<file path="config.mk">
export PLATFORM = sky130hd
export DESIGN_NAME = multi_register_transfer_sequencer_top
export DESIGN_NICKNAME = d
export VERILOG_FILES = /design/src/rtl/mrts_pkg.sv /design/src/rtl/mrts_front.sv /design/src/rtl/mrts_queue.sv /design/src/rtl/mrts_back.sv /design/src/rtl/multi_register_transfer_sequencer_top.sv
export SDC_FILE = /design/constraint.sdc
export NUM_CORES = 1
export LEC_CHECK = 0
export ABC_AREA = 1
export BUFFER_PORTS_ARGS = -buffer_cell sky130_fd_sc_hd__buf_4
export CELL_PAD_IN_SITES_DETAIL_PLACEMENT = 0
export CELL_PAD_IN_SITES_GLOBAL_PLACEMENT = 1
export CORE_MARGIN = 2
export CORE_UTILIZATION = 42
export CTS_CLUSTER_SIZE = 24
export DETAILED_ROUTE_END_ITERATION = 12
export HOLD_SLACK_MARGIN = 0.06
export PLACE_DENSITY_LB_ADDON = 0.1
export SLEW_MARGIN = 25
export SYNTH_ARGS = -nofsm -noshare
export SYNTH_HDL_FRONTEND = slang
export SYNTH_SLANG_ARGS = --single-unit
</file>
<file path="constraint.sdc">
create_clock -name aclk -period 11 [get_ports aclk]
set_input_delay 1.65 -clock aclk [delete_from_list [all_inputs] [get_ports aclk]]
set_output_delay 1.65 -clock aclk [all_outputs]
set_load 0.01 [all_outputs]
</file>
<file path="src/rtl/mrts_pkg.sv">
// Shared types, constants and helpers for the multi-register transfer sequencer.
// Used by the front, queue, back and top-level modules; no dependencies.
package mrts_pkg;

    localparam int ADDR_W     = 32;
    localparam int MASK_W     = 16;
    localparam int REG_W      = 4;
    localparam int CYC_W      = 8;
    localparam int Q_DEPTH    = 2;
    localparam int Q_PTR_W    = (Q_DEPTH > 1) ? $clog2(Q_DEPTH) : 1;
    localparam int Q_CNT_W    = $clog2(Q_DEPTH + 1);
    localparam int S_DATA_W   = 56;
    localparam int M_DATA_W   = 80;
    localparam int M_USER_W   = 3;

    localparam logic [2:0] AM_POSTINC  = 3'd3;
    localparam logic [2:0] AM_PREDEC   = 3'd4;
    localparam logic [2:0] AM_DISP     = 3'd5;
    localparam logic [2:0] AM_INDEX    = 3'd6;
    localparam logic [2:0] AM_EXT      = 3'd7;
    localparam logic [2:0] EXT_ABS_W   = 3'd0;
    localparam logic [2:0] EXT_ABS_L   = 3'd1;
    localparam logic [2:0] EXT_PC_DISP = 3'd2;
    localparam logic [2:0] EXT_PC_IDX  = 3'd3;

    localparam logic [CYC_W-1:0] CYC_BASE_STORE = 8'd8;
    localparam logic [CYC_W-1:0] CYC_BASE_LOAD  = 8'd12;
    localparam logic [CYC_W-1:0] CYC_PER_WORD   = 8'd4;
    localparam logic [CYC_W-1:0] CYC_PER_LONG   = 8'd8;
    localparam logic [CYC_W-1:0] CYC_OVH_4      = 8'd4;
    localparam logic [CYC_W-1:0] CYC_OVH_6      = 8'd6;
    localparam logic [CYC_W-1:0] CYC_OVH_8      = 8'd8;
    localparam logic [CYC_W-1:0] CYC_OVH_NONE   = 8'd0;

    localparam logic [ADDR_W-1:0] STEP_WORD = ADDR_W'(2);
    localparam logic [ADDR_W-1:0] STEP_LONG = ADDR_W'(4);
    localparam logic [ADDR_W-1:0] HALF_OFS  = ADDR_W'(2);
    localparam logic [REG_W-1:0]  REG_TOP   = 4'd15;

    typedef enum logic [2:0] {
        KIND_WR_WORD = 3'd0,
        KIND_WR_LONG = 3'd1,
        KIND_WR_LOW  = 3'd2,
        KIND_WR_HIGH = 3'd3,
        KIND_RD_WORD = 3'd4,
        KIND_RD_LONG = 3'd5,
        KIND_DUMMY   = 3'd6,
        KIND_NONE    = 3'd7
    } kind_t;

    // One classified instruction as it travels from front to back.
    typedef struct packed {
        logic                load;
        logic                is_long;
        logic                predec;
        logic                wb_en;
        logic [MASK_W-1:0]   mask;
        logic [ADDR_W-1:0]   addr;
        logic [CYC_W-1:0]    cyc_init;
    } desc_t;

    // Queue status seen by the front and back.
    typedef struct packed {
        logic full;
        logic valid;
    } q_stat_t;

    function automatic logic [CYC_W-1:0] ea_overhead(input logic [2:0] am,
                                                    input logic [2:0] ar);
        logic [CYC_W-1:0] ovh;
        ovh = CYC_OVH_NONE;
        if (am == AM_DISP) begin
            ovh = CYC_OVH_4;
        end else if (am == AM_INDEX) begin
            ovh = CYC_OVH_6;
        end else if (am == AM_EXT) begin
            if (ar == EXT_ABS_W || ar == EXT_PC_DISP) begin
                ovh = CYC_OVH_4;
            end else if (ar == EXT_ABS_L) begin
                ovh = CYC_OVH_8;
            end else if (ar == EXT_PC_IDX) begin
                ovh = CYC_OVH_6;
            end
        end
        return ovh;
    endfunction

endpackage

</file>
<file path="src/rtl/mrts_front.sv">
// Front end: accepts instruction words and classifies them into descriptors.
// Depends on mrts_pkg; pushes into mrts_queue.
module mrts_front (
    input  logic                           s_tvalid,
    output logic                           s_tready,
    // mode, long_size, addressing_mode[2:0], addressing_register[2:0],
    // register_mask[15:0], start_address[31:0]
    input  logic [mrts_pkg::S_DATA_W-1:0]  s_tdata,
    input  mrts_pkg::q_stat_t              q_stat,
    output logic                           push,
    output mrts_pkg::desc_t                push_desc
);

    logic       load;
    logic       is_long;
    logic [2:0] am;
    logic [2:0] ar;

    assign load    = s_tdata[0];
    assign is_long = s_tdata[1];
    assign am      = s_tdata[4:2];
    assign ar      = s_tdata[7:5];

    assign s_tready = !q_stat.full;
    assign push     = s_tvalid && !q_stat.full;

    always_comb begin
        push_desc.load     = load;
        push_desc.is_long  = is_long;
        push_desc.predec   = !load && (am == mrts_pkg::AM_PREDEC);
        push_desc.wb_en    = (!load && (am == mrts_pkg::AM_PREDEC)) ||
                             (load && (am == mrts_pkg::AM_POSTINC));
        push_desc.mask     = s_tdata[23:8];
        push_desc.addr     = s_tdata[24 +: mrts_pkg::ADDR_W];
        push_desc.cyc_init = (load ? mrts_pkg::CYC_BASE_LOAD : mrts_pkg::CYC_BASE_STORE)
                             + mrts_pkg::ea_overhead(am, ar);
    end

endmodule

</file>
<file path="src/rtl/mrts_queue.sv">
// Short descriptor queue between front and back.
// Depends on mrts_pkg.
module mrts_queue (
    input  logic              aclk,
    input  logic              aresetn,
    input  logic              push,
    input  mrts_pkg::desc_t   push_desc,
    input  logic              pop,
    output mrts_pkg::desc_t   pop_desc,
    output mrts_pkg::q_stat_t q_stat
);

    mrts_pkg::desc_t                    entry_reg [mrts_pkg::Q_DEPTH];
    logic [mrts_pkg::Q_PTR_W-1:0]       wr_ptr_reg, wr_ptr_next;
    logic [mrts_pkg::Q_PTR_W-1:0]       rd_ptr_reg, rd_ptr_next;
    logic [mrts_pkg::Q_CNT_W-1:0]       count_reg, count_next;

    assign q_stat.full  = (count_reg == mrts_pkg::Q_CNT_W'(mrts_pkg::Q_DEPTH));
    assign q_stat.valid = (count_reg != '0);
    assign pop_desc     = entry_reg[rd_ptr_reg];

    function automatic logic [mrts_pkg::Q_PTR_W-1:0] ptr_inc(
        input logic [mrts_pkg::Q_PTR_W-1:0] p);
        logic [mrts_pkg::Q_PTR_W-1:0] r;
        if (p == mrts_pkg::Q_PTR_W'(mrts_pkg::Q_DEPTH - 1)) begin
            r = '0;
        end else begin
            r = p + 1'b1;
        end
        return r;
    endfunction

    always_comb begin
        wr_ptr_next = push ? ptr_inc(wr_ptr_reg) : wr_ptr_reg;
        rd_ptr_next = pop ? ptr_inc(rd_ptr_reg) : rd_ptr_reg;
        count_next  = count_reg + mrts_pkg::Q_CNT_W'(push) - mrts_pkg::Q_CNT_W'(pop);
    end

    always_ff @(posedge aclk) begin
        if (!aresetn) begin
            wr_ptr_reg <= '0;
            rd_ptr_reg <= '0;
            count_reg  <= '0;
        end else begin
            wr_ptr_reg <= wr_ptr_next;
            rd_ptr_reg <= rd_ptr_next;
            count_reg  <= count_next;
        end
    end

    always_ff @(posedge aclk) begin
        if (push) begin
            entry_reg[wr_ptr_reg] <= push_desc;
        end
    end

endmodule

</file>
<file path="src/rtl/mrts_back.sv">
// Back end: walks one descriptor's register mask and issues one bus access per cycle
// into an output register whenever it is free. Depends on mrts_pkg; pulls from mrts_queue.
module mrts_back (
    input  logic                            aclk,
    input  logic                            aresetn,
    input  mrts_pkg::q_stat_t               q_stat,
    input  mrts_pkg::desc_t                 pop_desc,
    output logic                            pop,
    output logic                            m_tvalid,
    input  logic                            m_tready,
    output logic [mrts_pkg::M_DATA_W-1:0]   m_tdata,
    output logic [mrts_pkg::M_USER_W-1:0]   m_tuser,
    output logic                            m_tlast
);

    logic                                busy_reg, busy_next;
    mrts_pkg::desc_t                     cur_reg, cur_next;
    logic [mrts_pkg::MASK_W-1:0]         rem_reg, rem_next;
    logic [mrts_pkg::ADDR_W-1:0]         addr_reg, addr_next;
    logic [mrts_pkg::CYC_W-1:0]          cyc_reg, cyc_next;
    logic                                half_reg, half_next;
    logic [mrts_pkg::REG_W-1:0]          hreg_reg, hreg_next;

    logic                                m_valid_reg, m_valid_next;
    logic [mrts_pkg::M_DATA_W-1:0]       m_data_reg, m_data_next;
    mrts_pkg::kind_t                     m_kind_reg, m_kind_next;
    logic                                m_last_reg, m_last_next;

    logic                                out_free;
    logic                                emit;
    logic [mrts_pkg::REG_W-1:0]          low_idx;
    logic [mrts_pkg::MASK_W-1:0]         rem_clr;
    logic [mrts_pkg::ADDR_W-1:0]         step;
    logic [mrts_pkg::ADDR_W-1:0]         dec_addr;
    logic [mrts_pkg::CYC_W-1:0]          per_reg;
    logic [mrts_pkg::ADDR_W-1:0]         e_addr;
    logic [mrts_pkg::REG_W-1:0]          e_reg;
    mrts_pkg::kind_t                     e_kind;
    logic                                e_last;
    logic                                e_wb;

    assign out_free = !m_valid_reg || m_tready;
    assign emit     = busy_reg && out_free;
    assign step     = cur_reg.is_long ? mrts_pkg::STEP_LONG : mrts_pkg::STEP_WORD;
    assign per_reg  = cur_reg.is_long ? mrts_pkg::CYC_PER_LONG : mrts_pkg::CYC_PER_WORD;
    assign dec_addr = addr_reg - step;
    assign rem_clr  = rem_reg & (rem_reg - 1'b1);

    // Lowest set bit of the remaining mask.
    always_comb begin
        low_idx = '0;
        for (int i = mrts_pkg::MASK_W - 1; i >= 0; i--) begin
            if (rem_reg[i]) begin
                low_idx = mrts_pkg::REG_W'(i);
            end
        end
    end

    always_comb begin
        busy_next = busy_reg;
        cur_next  = cur_reg;
        rem_next  = rem_reg;
        addr_next = addr_reg;
        cyc_next  = cyc_reg;
        half_next = half_reg;
        hreg_next = hreg_reg;
        pop       = 1'b0;
        e_addr    = '0;
        e_reg     = '0;
        e_kind    = mrts_pkg::KIND_NONE;
        e_last    = 1'b0;

        if (!busy_reg) begin
            if (q_stat.valid) begin
                pop       = 1'b1;
                busy_next = 1'b1;
                cur_next  = pop_desc;
                rem_next  = pop_desc.mask;
                addr_next = pop_desc.addr;
                cyc_next  = pop_desc.cyc_init;
                half_next = 1'b0;
            end
        end else if (out_free) begin
            priority if (cur_reg.predec && half_reg) begin
                // second half of a predecrement long
                e_addr    = addr_reg;
                e_reg     = hreg_reg;
                e_kind    = mrts_pkg::KIND_WR_HIGH;
                e_last    = (rem_reg == '0);
                half_next = 1'b0;
            end else if (cur_reg.predec && rem_reg != '0) begin
                rem_next  = rem_clr;
                addr_next = dec_addr;
                cyc_next  = cyc_reg + per_reg;
                if (cur_reg.is_long) begin
                    e_addr    = dec_addr + mrts_pkg::HALF_OFS;
                    e_reg     = mrts_pkg::REG_TOP - low_idx;
                    e_kind    = mrts_pkg::KIND_WR_LOW;
                    half_next = 1'b1;
                    hreg_next = mrts_pkg::REG_TOP - low_idx;
                end else begin
                    e_addr = dec_addr;
                    e_reg  = mrts_pkg::REG_TOP - low_idx;
                    e_kind = mrts_pkg::KIND_WR_WORD;
                    e_last = (rem_clr == '0);
                end
            end else if (rem_reg != '0) begin
                rem_next  = rem_clr;
                addr_next = addr_reg + step;
                cyc_next  = cyc_reg + per_reg;
                e_addr    = addr_reg;
                e_reg     = low_idx;
                if (cur_reg.load) begin
                    e_kind = cur_reg.is_long ? mrts_pkg::KIND_RD_LONG : mrts_pkg::KIND_RD_WORD;
                end else begin
                    e_kind = cur_reg.is_long ? mrts_pkg::KIND_WR_LONG : mrts_pkg::KIND_WR_WORD;
                    e_last = (rem_clr == '0);
                end
            end else if (cur_reg.load) begin
                e_addr = addr_reg;
                e_kind = mrts_pkg::KIND_DUMMY;
                e_last = 1'b1;
            end else begin
                // empty store list: report only the closing fields
                e_kind = mrts_pkg::KIND_NONE;
                e_last = 1'b1;
            end
            if (e_last) begin
                busy_next = 1'b0;
            end
        end
    end

    assign e_wb = e_last && cur_reg.wb_en;

    always_comb begin
        m_valid_next = m_valid_reg;
        m_data_next  = m_data_reg;
        m_kind_next  = m_kind_reg;
        m_last_next  = m_last_reg;
        if (out_free) begin
            m_valid_next = emit;
        end
        if (emit) begin
            m_data_next = {3'b000,
                           e_last ? cyc_next : mrts_pkg::CYC_W'(0),
                           e_wb ? 32'(addr_next) : 32'd0,
                           e_wb,
                           e_reg,
                           32'(e_addr)};
            m_kind_next = e_kind;
            m_last_next = e_last;
        end
    end

    always_ff @(posedge aclk) begin
        if (!aresetn) begin
            busy_reg    <= 1'b0;
            half_reg    <= 1'b0;
            m_valid_reg <= 1'b0;
        end else begin
            busy_reg    <= busy_next;
            half_reg    <= half_next;
            m_valid_reg <= m_valid_next;
        end
    end

    always_ff @(posedge aclk) begin
        cur_reg    <= cur_next;
        rem_reg    <= rem_next;
        addr_reg   <= addr_next;
        cyc_reg    <= cyc_next;
        hreg_reg   <= hreg_next;
        m_data_reg <= m_data_next;
        m_kind_reg <= m_kind_next;
        m_last_reg <= m_last_next;
    end

    assign m_tvalid = m_valid_reg;
    assign m_tdata  = m_data_reg;
    assign m_tuser  = m_kind_reg;
    assign m_tlast  = m_last_reg;

`ifndef SYNTHESIS
    a_half_only_predec_long: assert property (@(posedge aclk) disable iff (!aresetn)
        half_reg |-> (busy_reg && cur_reg.predec && cur_reg.is_long))
        else $error("half-word pending outside a predecrement long store");

    a_last_ends_item: assert property (@(posedge aclk) disable iff (!aresetn)
        (emit && e_last) |=> !busy_reg)
        else $error("sequencer still busy after final word");

    a_pop_when_idle: assert property (@(posedge aclk) disable iff (!aresetn)
        pop |-> (!busy_reg && q_stat.valid))
        else $error("descriptor taken while busy or queue empty");

    a_wb_only_last: assert property (@(posedge aclk) disable iff (!aresetn)
        (m_tvalid && m_tdata[36]) |-> m_tlast)
        else $error("writeback flagged on a word that is not last");
`endif

endmodule

</file>
<file path="src/rtl/multi_register_transfer_sequencer_top.sv">
// An instruction word passes through the queue entry, the back end's descriptor registers and the output register.
// An instruction yields n result words, n = its result count (1 to 32); the back end walks
// one access per cycle unless the output stalls, and takes no new descriptor until the last word.
// A two-entry descriptor queue lets the input side take words while the walk runs.
// Reset (aresetn low, synchronous) empties the queue, idles the walk, drops m_tvalid.
// Depends on mrts_pkg, mrts_front, mrts_queue, mrts_back.
module multi_register_transfer_sequencer_top (
    input  logic                           aclk,
    input  logic                           aresetn,
    input  logic                           s_tvalid,
    output logic                           s_tready,
    // mode, long_size, addressing_mode[2:0], addressing_register[2:0],
    // register_mask[15:0], start_address[31:0]
    input  logic [mrts_pkg::S_DATA_W-1:0]  s_tdata,
    output logic                           m_tvalid,
    input  logic                           m_tready,
    // bus_address[31:0], register_index[3:0], writeback_valid,
    // writeback_address[31:0], cycle_count[7:0], zero pad
    output logic [mrts_pkg::M_DATA_W-1:0]  m_tdata,
    // access_kind[2:0]
    output logic [mrts_pkg::M_USER_W-1:0]  m_tuser,
    output logic                           m_tlast
);

    mrts_pkg::q_stat_t q_stat;
    mrts_pkg::desc_t   push_desc;
    mrts_pkg::desc_t   pop_desc;
    logic              push;
    logic              pop;

    mrts_front u_front (
        .s_tvalid  (s_tvalid),
        .s_tready  (s_tready),
        .s_tdata   (s_tdata),
        .q_stat    (q_stat),
        .push      (push),
        .push_desc (push_desc)
    );

    mrts_queue u_queue (
        .aclk      (aclk),
        .aresetn   (aresetn),
        .push      (push),
        .push_desc (push_desc),
        .pop       (pop),
        .pop_desc  (pop_desc),
        .q_stat    (q_stat)
    );

    mrts_back u_back (
        .aclk     (aclk),
        .aresetn  (aresetn),
        .q_stat   (q_stat),
        .pop_desc (pop_desc),
        .pop      (pop),
        .m_tvalid (m_tvalid),
        .m_tready (m_tready),
        .m_tdata  (m_tdata),
        .m_tuser  (m_tuser),
        .m_tlast  (m_tlast)
    );

endmodule
</file>
==> results of run 1 <==
## worst max-delay path: stages, from the launching register on
cell,delay [ns]
edfxtp_1,0.86
clkinv_1,0.67
ha_1,0.43
fa_1,0.54
nand2_1,0.18
inv_1,0.09
nand2_1,0.07
nand2_2,0.12
nor2_4,0.19
nand3_1,0.12
nor2_2,0.15
nand3_2,0.17
nor2_4,0.22
nand2_1,0.07
a31oi_1,0.17
nor2_1,0.06
## synth_stat cells, types with 4 or more instances
cell type,instances
nor3_1,23
o211ai_1,25
nand2_4,4
o21ai_0,67
nor2_1,228
edfxtp_1,217
nor3_2,4
a31oi_1,10
o21ai_1,13
nand2_2,28
nor2_8,4
a22oi_1,5
buf_4,10
nand3b_1,6
buf_6,7
dfxtp_1,48
nand3_1,83
inv_2,11
o32ai_1,26
nor2_2,23
o22ai_1,11
or2_2,6
nor2_4,18
a21oi_2,10
inv_1,173
ha_1,11
buf_2,18
nand3_2,5
nand2_1,335
a21oi_1,98
xor2_1,17
clkbuf_1,37
o31ai_1,4
nand4_1,29
## path summary, 6_finish.rpt
| check | slack, ns | depth (start not counted) | endpoint |
|---|---|---|---|
| worst min register to register | 0.44 | 2 | u_back.cyc_reg[0] |
| worst min-delay path | 0.44 | 2 | u_back.cyc_reg[0] |
| worst max-delay path | 6.60 | 15 | u_back.m_tdata[22] |
| worst max register to register | 6.60 | 15 | u_back.m_tdata[22] |
## cell type report
| cell class | instances | share of cell area [%] |
|---|---|---|
| Clock buffer | 33 | 4.37 |
| Clock inverter | 19 | 0.930 |
| Inverter | 189 | 4.27 |
| Multi-Input combinational cell | 1127 | 35.2 |
| Sequential cell | 265 | 44.8 |
| Tap cell | 448 | 3.36 |
| Timing Repair Buffer | 157 | 7.09 |
## power by group
group | switching [mW] | leakage [nW] | internal (mW)
Sequential | 0.269 | 2.46 | 1.41
Clock | 0.405 | 0.439 | 0.502
Combinational | 1.45 | 3.86 | 0.621
## logic make-up after synthesis
group                    synth area share (%)
buffers and inverters                    7.64
AO/OA/AOI/OAI                            12.1
AND/OR/NAND/NOR                          25.8
adder cells (fa/ha/maj)                  1.37
flip-flops                               51.9
XOR/XNOR                                 1.15
other                                  0.0260
## metal layers
| layer | share of wire, % | global-route usage, % |
|---|---|---|
| met5 | 0 | 0 |
| met4 | 1.6 | 4.47 |
| met3 | 7.5 | 3.30 |
| met2 | 40 | 32.1 |
| met1 | 51 | 39.6 |
## stage by stage
stage               std cells  utilization [%]  area (µm²)  worst slack (ns)  hold WS, ns
floorplan                1655                -       14400              6.01        0.417
global placement         2186             46.9       15800              6.59        0.424
detailed placement       2186             46.9       15800              6.57        0.430
CTS                      2238             49.5       16700              6.61        0.439
global route             2238             49.5       16700              6.20        0.472
finish                   2238             49.5       16700              6.60        0.438
## cell usage in the layout, fill, tap and decap left out, types with 26 or more instances in the layout
| cell type | Yosys | routed |
|---|---|---|
| nand4_1 | 29 | 29 |
| nand2_1 | 335 | 335 |
| nand3_1 | 83 | 83 |
| edfxtp_1 | 217 | 217 |
| o21ai_0 | 67 | 67 |
| nand2_2 | 28 | 28 |
| inv_1 | 173 | 173 |
| nor2_1 | 228 | 224 |
| clkbuf_16 | 0 | 28 |
| dfxtp_1 | 48 | 47 |
| a21oi_1 | 98 | 98 |
| buf_4 | 10 | 156 |
| o32ai_1 | 26 | 26 |
==> impl_metrics.env, run 1 <==
export IMPL_status="complete, no violations"
export IMPL_synth_warnings=0
export IMPL_worst_setup_path_start_kind="register"
export IMPL_rsz0062_at_grt="no"
export IMPL_syn_avg_cell_area_um2=8.72
export IMPL_p_per_area_nw_per_um2=279
export IMPL_grt_use_total_pct=23.7
export IMPL_ant_nets=0
export IMPL_ios=146
export IMPL_finalHoldViolCount=0
export IMPL_peakVddDrop_uv=158
export IMPL_first_global_vias=10900
export IMPL_die_y_um=189
export IMPL_synth_edf_count=217
export IMPL_dieArea_um2=35800
export IMPL_finalPower_mw=4.66
export IMPL_slew_headroom_pct=42.0
export IMPL_crit_fanout=17
export IMPL_r2r_start="u_back.cur_reg[58]"
export IMPL_hp_class="reg2reg"
export IMPL_clkTransAtPathRegs_ns=0.06
export IMPL_clock_path_buffers=3
export IMPL_ys_flop_type="edfxtp_1"
export IMPL_largest_reg_flops=112
export IMPL_grt_overflow_total=0
export IMPL_clock_latency_ns=0.57
export IMPL_routabilityCongestion=0.898
export IMPL_crit_type="reg2reg"
export IMPL_hp_start="u_back.cyc_reg[0]"
export IMPL_fin_crit_ns=4.40
export IMPL_grt_start_max_net_pins=76
export IMPL_p_leak_nw=6.76
export IMPL_clock_fmax_mhz=227
export IMPL_portBuffers=142
export IMPL_critPathRequiredTime_ns=11.31
export IMPL_drv_cap=0
export IMPL_ctsHoldBuffers=0
export IMPL_post_cts_buffers=0
export IMPL_antenna_found_initial=0
export IMPL_finalSetupTns_ns=0
export IMPL_fin_nets=1842
export IMPL_start_util_pct=42.8
export IMPL_synth_cells=1653
export IMPL_regArea_um2=7480
export IMPL_synthTopCellsByArea="edfxtp_1, nand2_1, dfxtp_1"
export IMPL_vias=11900
export IMPL_wl_per_cell_um=19.1
export IMPL_synthArstFlopShare_pct=0
export IMPL_drc=0
export IMPL_cts_root_buf="clkbuf_16"
export IMPL_arrival_ns=4.71
export IMPL_area_growth_syn_to_layout_pct=15.7
export IMPL_crit_start="u_back.cur_reg[58]"
export IMPL_setup_viol=0
export IMPL_dp_hpwl_um=31200
export IMPL_synth_top_cell_area_share_pct=45.2
export IMPL_wirelength_um=42800
export IMPL_vias_per_cell=5.33
export IMPL_drive_above_1_share_pct=18.4
export IMPL_yosysTopAreaCell="edfxtp_1"
export IMPL_skew_ns=0.0179
export IMPL_cts_tree="done"
export IMPL_yosys_register_bits=265
export IMPL_rows=67
export IMPL_seq_area_frac_synth_pct=51.9
export IMPL_endpoint_kind="register"
export IMPL_cts_buffers=28
export IMPL_cts_sinks=265
export IMPL_multi_input_area_um2=5870
export IMPL_post_cts_resized=0
export IMPL_h_tree_depth=1
export IMPL_grt_pass1_wl_um=65300
export IMPL_coreArea_um2=33700
export IMPL_fill_cells=3244
export IMPL_slew_violations=0
export IMPL_fin_crit_sh_pct=40.0
export IMPL_tightest_slew_ns=0.865
export IMPL_die_w_um=189
export IMPL_drtIter0Drc=1196
export IMPL_first_pass_iters=6
export IMPL_antenna_cells=0
export IMPL_synth_cell_types=56
export IMPL_synth_area_um2=14400
No activity file was read; power rests on OpenSTA's default activity.
==> run 2: changes to the inputs <==
- clock period: 11 -> 4.4 ns (I/O delays scaled with it)
==> run 2 against run 1 <==
Net effect: sequential power grew 150%; highest routed layer unchanged; critical path depth is 2 higher; first-iteration DRC count shrank 7.8%; sequential share of layout area shrank 0.62 points; utilization rose by 0.70 points; critical path type unchanged; via count down 0.28%.
==> impl_metrics.env, run 2 (same netlist as run 1, synthesis figures left out) <==
export IMPL_status="complete, no violations"
export IMPL_finalHoldViolCount=0
export IMPL_critPathRequiredTime_ns=4.70
export IMPL_cts_buffers=30
export IMPL_cts_sinks=265
export IMPL_coreArea_um2=33700
export IMPL_grt_overflow_total=0
export IMPL_rsz0062_at_grt="no"
export IMPL_clkTransAtPathRegs_ns=0.06
export IMPL_first_pass_iters=6
export IMPL_mostFrequentLayoutCell="nand2_1"
export IMPL_vias_per_cell=5.28
export IMPL_max_stage_delay_ns=0.55
export IMPL_seqPwrFrac_pct=34.8
export IMPL_dp_hpwl_um=31500
export IMPL_crit_fanout=8
export IMPL_netSwitchingPower_mw=5.33
export IMPL_finalSetupTns_ns=0
export IMPL_routabilityCongestion=0.931
export IMPL_setup_viol=0
export IMPL_grt_use_total_pct=23.9
export IMPL_die_y_um=189
export IMPL_clock_fmax_mhz=310
export IMPL_area_growth_syn_to_layout_pct=17.3
export IMPL_wirelength_um=42800
export IMPL_first_global_vias=11200
export IMPL_fin_crit_ns=3.22
export IMPL_fin_nets=1856
export IMPL_endpoint_kind="register"
export IMPL_drtIter0Drc=1103
export IMPL_path_cells="inv_1 -> ha_1 -> fa_1 -> nand2_1 -> inv_1 -> nand2_1 -> nand2_2 -> nor2_4 -> nand2_2 -> nor2_1 -> nand3_2 -> nor2_4 -> nand2_2 -> a21oi_1 -> o21ai_1 -> nand2_1 -> inv_1"
export IMPL_p_clk_share_pct=21.6
export IMPL_skew_ns=0.0590
export IMPL_worst_setup_path_start_kind="register"
export IMPL_clock_latency_ns=0.60
export IMPL_swShare_pct=44.4
export IMPL_rows=67
export IMPL_cts_root_buf="clkbuf_16"
export IMPL_vias=11900
export IMPL_drc=0
export IMPL_antenna_cells=0
export IMPL_grt_start_max_net_pins=60
export IMPL_p_per_area_nw_per_um2=709
export IMPL_post_cts_resized=0
export IMPL_crit_type="reg2reg"
export IMPL_start_util_pct=42.8
export IMPL_grt_pass1_wl_um=66300
export IMPL_cts_tree="done"
export IMPL_dieArea_um2=35800
export IMPL_clock_path_buffers=3
export IMPL_wl_per_cell_um=19.0
export IMPL_power_frac_comb_pct=43.6
export IMPL_post_cts_buffers=0
export IMPL_ctsHoldBuffers=0
export IMPL_cpMaxStageDelayCell="fa_1"
export IMPL_drive_above_1_share_pct=18.9
export IMPL_fin_crit_sh_pct=73.3
export IMPL_dp_cells=2198
export IMPL_layout_common_cells="nand2_1, nor2_1, edfxtp_1"
export IMPL_ios=146
export IMPL_tightest_slew_ns=0.927
export IMPL_antenna_found_initial=0
export IMPL_p_leak_nw=6.87
export IMPL_layout_cells_non_filler=2254
export IMPL_p_int_mw=6.66
export IMPL_slew_violations=0
export IMPL_die_w_um=189
export IMPL_arrival_ns=3.53
export IMPL_hp_class="in2reg"
export IMPL_largest_reg_flops=112
export IMPL_slew_headroom_pct=38.0
export IMPL_drv_cap=0
export IMPL_peakVddDrop_uv=358
export IMPL_h_tree_depth=1
export IMPL_ant_nets=0
export IMPL_portBuffers=142
[run 2: cell types whose count changed in the layout (fill, tap and decap cells not counted), sizes merged]
| cell | before | now |
|---|---|---|
| clkinvlp | 1 | 2 |
| bufinv | 1 | 5 |
| clkbuf | 33 | 37 |
| clkinv | 21 | 16 |
| buf | 157 | 169 |
[run 2: power groups by stage]
stage / combinational (mW) / clock (mW) / sequential (mW)
after detailed placement: 5.17 / 0 / 4.19
after floorplan: 3.67 / 0 / 3.94
after CTS: 5.20 / 2.65 / 4.15
after global placement: 5.17 / 0 / 4.20
after global routing: 5.85 / 2.74 / 4.24
final: 5.23 / 2.60 / 4.17
[run 2: final timing paths]
kind                      startpoint                  endpoint  slack (ns)  cells past startpoint
setup / recovery  u_back.addr_reg[1]        u_back.m_tdata[25]        1.18                     17
hold / removal           s_tdata[35]  u_queue.entry_reg[0][19]        0.25                      1
setup reg to reg  u_back.addr_reg[1]        u_back.m_tdata[25]        1.18                     17
hold reg to reg   u_queue.rd_ptr_reg                  register        0.45                      1
[run 2: layer usage]
metal	GRT usage [%]	share of wire [%]	up-vias
li1	-	-	5852
met1	38.4	50	5541
met2	33.0	40	449
met3	4.17	7.6	55
met4	5.40	2.1	0
met5	0	0	-
[run 2: area by class of cell]
class | count | area, µm²
fillers | 3283 | 16800
flip-flops and latches | 265 | 7480
multi-input cells | 1127 | 5870
repair buffers | 169 | 1270
clock buffers | 37 | 777
inverters | 189 | 712
well taps | 448 | 561
clock inverters | 19 | 256
[run 2: per-stage QoR]
stage / area, µm² / total power [mW] / hold slack, ns / util [%] / setup slack (ns)
detailed placement: 15900 / 9.36 / 0.437 / 47.1 / 1.26
floorplan: 14400 / 7.62 / 0.417 / - / 0.401
global route: 16900 / 12.8 / 0.233 / 50.2 / 0.928
finish: 16900 / 12.0 / 0.247 / 50.2 / 1.18
CTS: 16900 / 12.0 / 0.226 / 50.2 / 1.19
global placement: 15900 / 9.36 / 0.424 / 47.1 / 1.27
[run 2: critical path: cells and delay by family (launching register included)]
kind / cells / cell delay (ns)
AO/OA/AOI/OAI: 2 / 0.20
buffers and inverters: 3 / 0.24
AND/OR/NAND/NOR: 10 / 1.28
flip-flops: 1 / 0.42
adder cells (fa/ha/maj): 2 / 0.79
==> run 3: changes to the inputs <==
- CORE_UTILIZATION: 42 -> 41
- clock period: 4.4 -> 2.8 ns (I/O delays scaled with it)
==> run 3 against run 2 <==
Net effect: total power up 63%; the run now ends with negative setup slack left; critical endpoint is now u_back.m_tdata[20]; critical path type unchanged; register-to-register slack worse by 1.2 ns; combinational power up 74%; final area up 7.7%.
==> impl_metrics.env, run 3 (same netlist as run 1, synthesis figures left out) <==
export IMPL_drc=0
export IMPL_fin_nets=1968
export IMPL_wl_per_cell_um=18.7
export IMPL_fin_hold_ws_ns=0.121
export IMPL_use_met1_pct=40.0
export IMPL_die_w_um=192
export IMPL_fin_area_um2=18200
export IMPL_power_frac_comb_pct=46.6
export IMPL_reg2reg_slack_ns=-0.03
export IMPL_p_per_area_nw_per_um2=1070
export IMPL_layout_cells_non_filler=2371
export IMPL_first_global_vias=11500
export IMPL_worst_setup_path_start_kind="register"
export IMPL_swShare_pct=44.4
export IMPL_p_leak_nw=7.42
export IMPL_coreArea_um2=34600
export IMPL_cts_root_buf="clkbuf_16"
export IMPL_netSwitchingPower_mw=8.68
export IMPL_area_growth_syn_to_layout_pct=26.4
export IMPL_antenna_found_initial=0
export IMPL_first_pass_iters=6
export IMPL_clock_fmax_mhz=353
export IMPL_mostFrequentLayoutCell="nand2_1"
export IMPL_cp_depth=16
export IMPL_finalPower_mw=19.6
export IMPL_crit_fanout=6
export IMPL_h_tree_depth=1
export IMPL_r2r_end="u_back.m_tdata[20]"
export IMPL_cts_buffers=28
export IMPL_vias=12200
export IMPL_r2r_start="u_back.cur_reg[58]"
export IMPL_grt_use_total_pct=24.3
export IMPL_crit_type="reg2reg"
export IMPL_critPathBufInv=3
export IMPL_cts_sinks=265
export IMPL_rows=68
export IMPL_path_cells="clkinv_4 -> ha_4 -> fa_2 -> xnor2_2 -> nor2_1 -> nand2_1 -> nor2_2 -> buf_4 -> nand3_2 -> nor2_4 -> nand3_4 -> buf_4 -> nor2_4 -> nand3b_1 -> nand3_1 -> a21oi_2"
export IMPL_start_util_pct=41.6
export IMPL_cts_tree="done"
export IMPL_grt_start_max_net_pins=60
export IMPL_p_int_mw=10.9
export IMPL_status="finished with violations"
export IMPL_die_y_um=192
export IMPL_hp_class="in2reg"
export IMPL_crit_start="u_back.cur_reg[58]"
export IMPL_finalHoldViolCount=0
export IMPL_max_stage_delay_ns=0.45
export IMPL_drive_above_1_share_pct=24.0
export IMPL_clock_latency_ns=0.57
export IMPL_drtIter0Drc=1157
export IMPL_fin_crit_sh_pct=101
export IMPL_layout_common_cells="nand2_1, buf_4, edfxtp_1"
export IMPL_grt_overflow_total=0
export IMPL_cp_top_family="simple AND/OR/NAND/NOR gates"
export IMPL_tightest_slew_ns=0.633
export IMPL_p_clk_share_pct=19.8
export IMPL_dp_cells=2251
export IMPL_ant_nets=0
export IMPL_finalWorstSetupSlack_ns=-0.0346
export IMPL_arrival_ns=3.14
export IMPL_clock_path_buffers=3
export IMPL_dp_hpwl_um=32500
export IMPL_clkTransAtPathRegs_ns=0.06
export IMPL_seqPwrFrac_pct=33.6
export IMPL_largest_reg_flops=112
export IMPL_slew_headroom_pct=57.8
export IMPL_fin_crit_ns=2.83
export IMPL_use_met3_pct=2.48
export IMPL_place_area_um2=16300
export IMPL_violations="negative setup slack"
export IMPL_antenna_cells=0
export IMPL_slew_violations=0
export IMPL_wirelength_um=44400
export IMPL_drv_cap=0
export IMPL_vias_per_cell=5.14
export IMPL_peakVddDrop_uv=533
export IMPL_rsz0062_at_grt="yes"
export IMPL_top_usage_layer="met1"
export IMPL_grt_pass1_wl_um=68200
export IMPL_endpoint_kind="register"
export IMPL_met2_usage_pct=34.6
export IMPL_post_route_util_pct=52.7
export IMPL_cpMaxStageDelayCell="fa_2"
export IMPL_critPathRequiredTime_ns=3.10
export IMPL_setup_viol=1
export IMPL_min_delay_path_depth=3
export IMPL_reg2regPathDepth=16
export IMPL_portBuffers=142
export IMPL_cp_endpoint="u_back.m_tdata[20]"
export IMPL_dieArea_um2=36700
export IMPL_routabilityCongestion=0.909
export IMPL_ios=146
export IMPL_skew_ns=0.0148
## run 3: changes by cell type in the layout (fill, tap and decap cells not counted), moves of 7 or more
cell	previous run	this run
buf_4	169	225
dlygate4sd3_1	0	50
nand2_1	335	323
nand2_2	28	38
nand3_1	83	74
nor2_1	224	215
nor2_4	20	27
## run 3: how the worst min path moves through the flow
stage / from / endpoint
detailed placement: u_back.cyc_reg[0] / u_back.cyc_reg[0]
CTS: aresetn / u_queue.count_reg[0]
global placement: u_queue.rd_ptr_reg / register
floorplan: u_back.cyc_reg[0] / u_back.cyc_reg[0]
global route: aresetn / u_queue.count_reg[0]
finish: aresetn / u_queue.count_reg[0]
## run 3: area by class of cell
| cell class | count | area, µm² |
|---|---|---|
| Fill cell | 3218 | 16400 |
| Timing Repair Buffer | 283 | 2340 |
| Clock inverter | 20 | 251 |
| Inverter | 189 | 719 |
| Multi-Input combinational cell | 1127 | 6160 |
| Sequential cell | 265 | 7480 |
| Clock buffer | 32 | 716 |
| Tap cell | 455 | 569 |
## run 3: routing by layer
metal | part of all wire (%) | wire (µm) | vias up
li1 | - | - | 6075
met5 | 0 | 0 | -
met3 | 6.6 | 2940 | 37
met2 | 40 | 18000 | 420
met4 | 1.2 | 515 | 0
met1 | 52 | 23000 | 5665
## run 3: power by group through the flow
stage	sequential, mW	combinational [mW]	clock (mW)
after floorplan	6.17	5.83	0
after global placement	6.57	8.61	0
after detailed placement	6.58	8.61	0
after CTS	6.50	8.72	3.97
after global routing	6.67	10.1	4.12
final	6.57	9.11	3.88
## run 3: stage by stage
step	setup TNS, ns	setup WS (ns)
final	-0.0346	-0.0346
after global routing	-1.75	-0.164
after CTS	0	0.0243
after detailed placement	0	0.0412
after global placement	0	0.0635
after floorplan	0	0.00289
## run 3: repair_timing
action | CTS | global route
gates resized for setup | 0 | 71
hold endpoints to repair | 100 | 0
setup endpoints to repair | 0 | 39
setup buffers | 0 | 17
hold buffers | 50 | 0
## run 3: worst min-delay path, stage by stage
cell and delay [ns]:
buf_4 0.14, nand2_1 0.06, inv_1 0.04
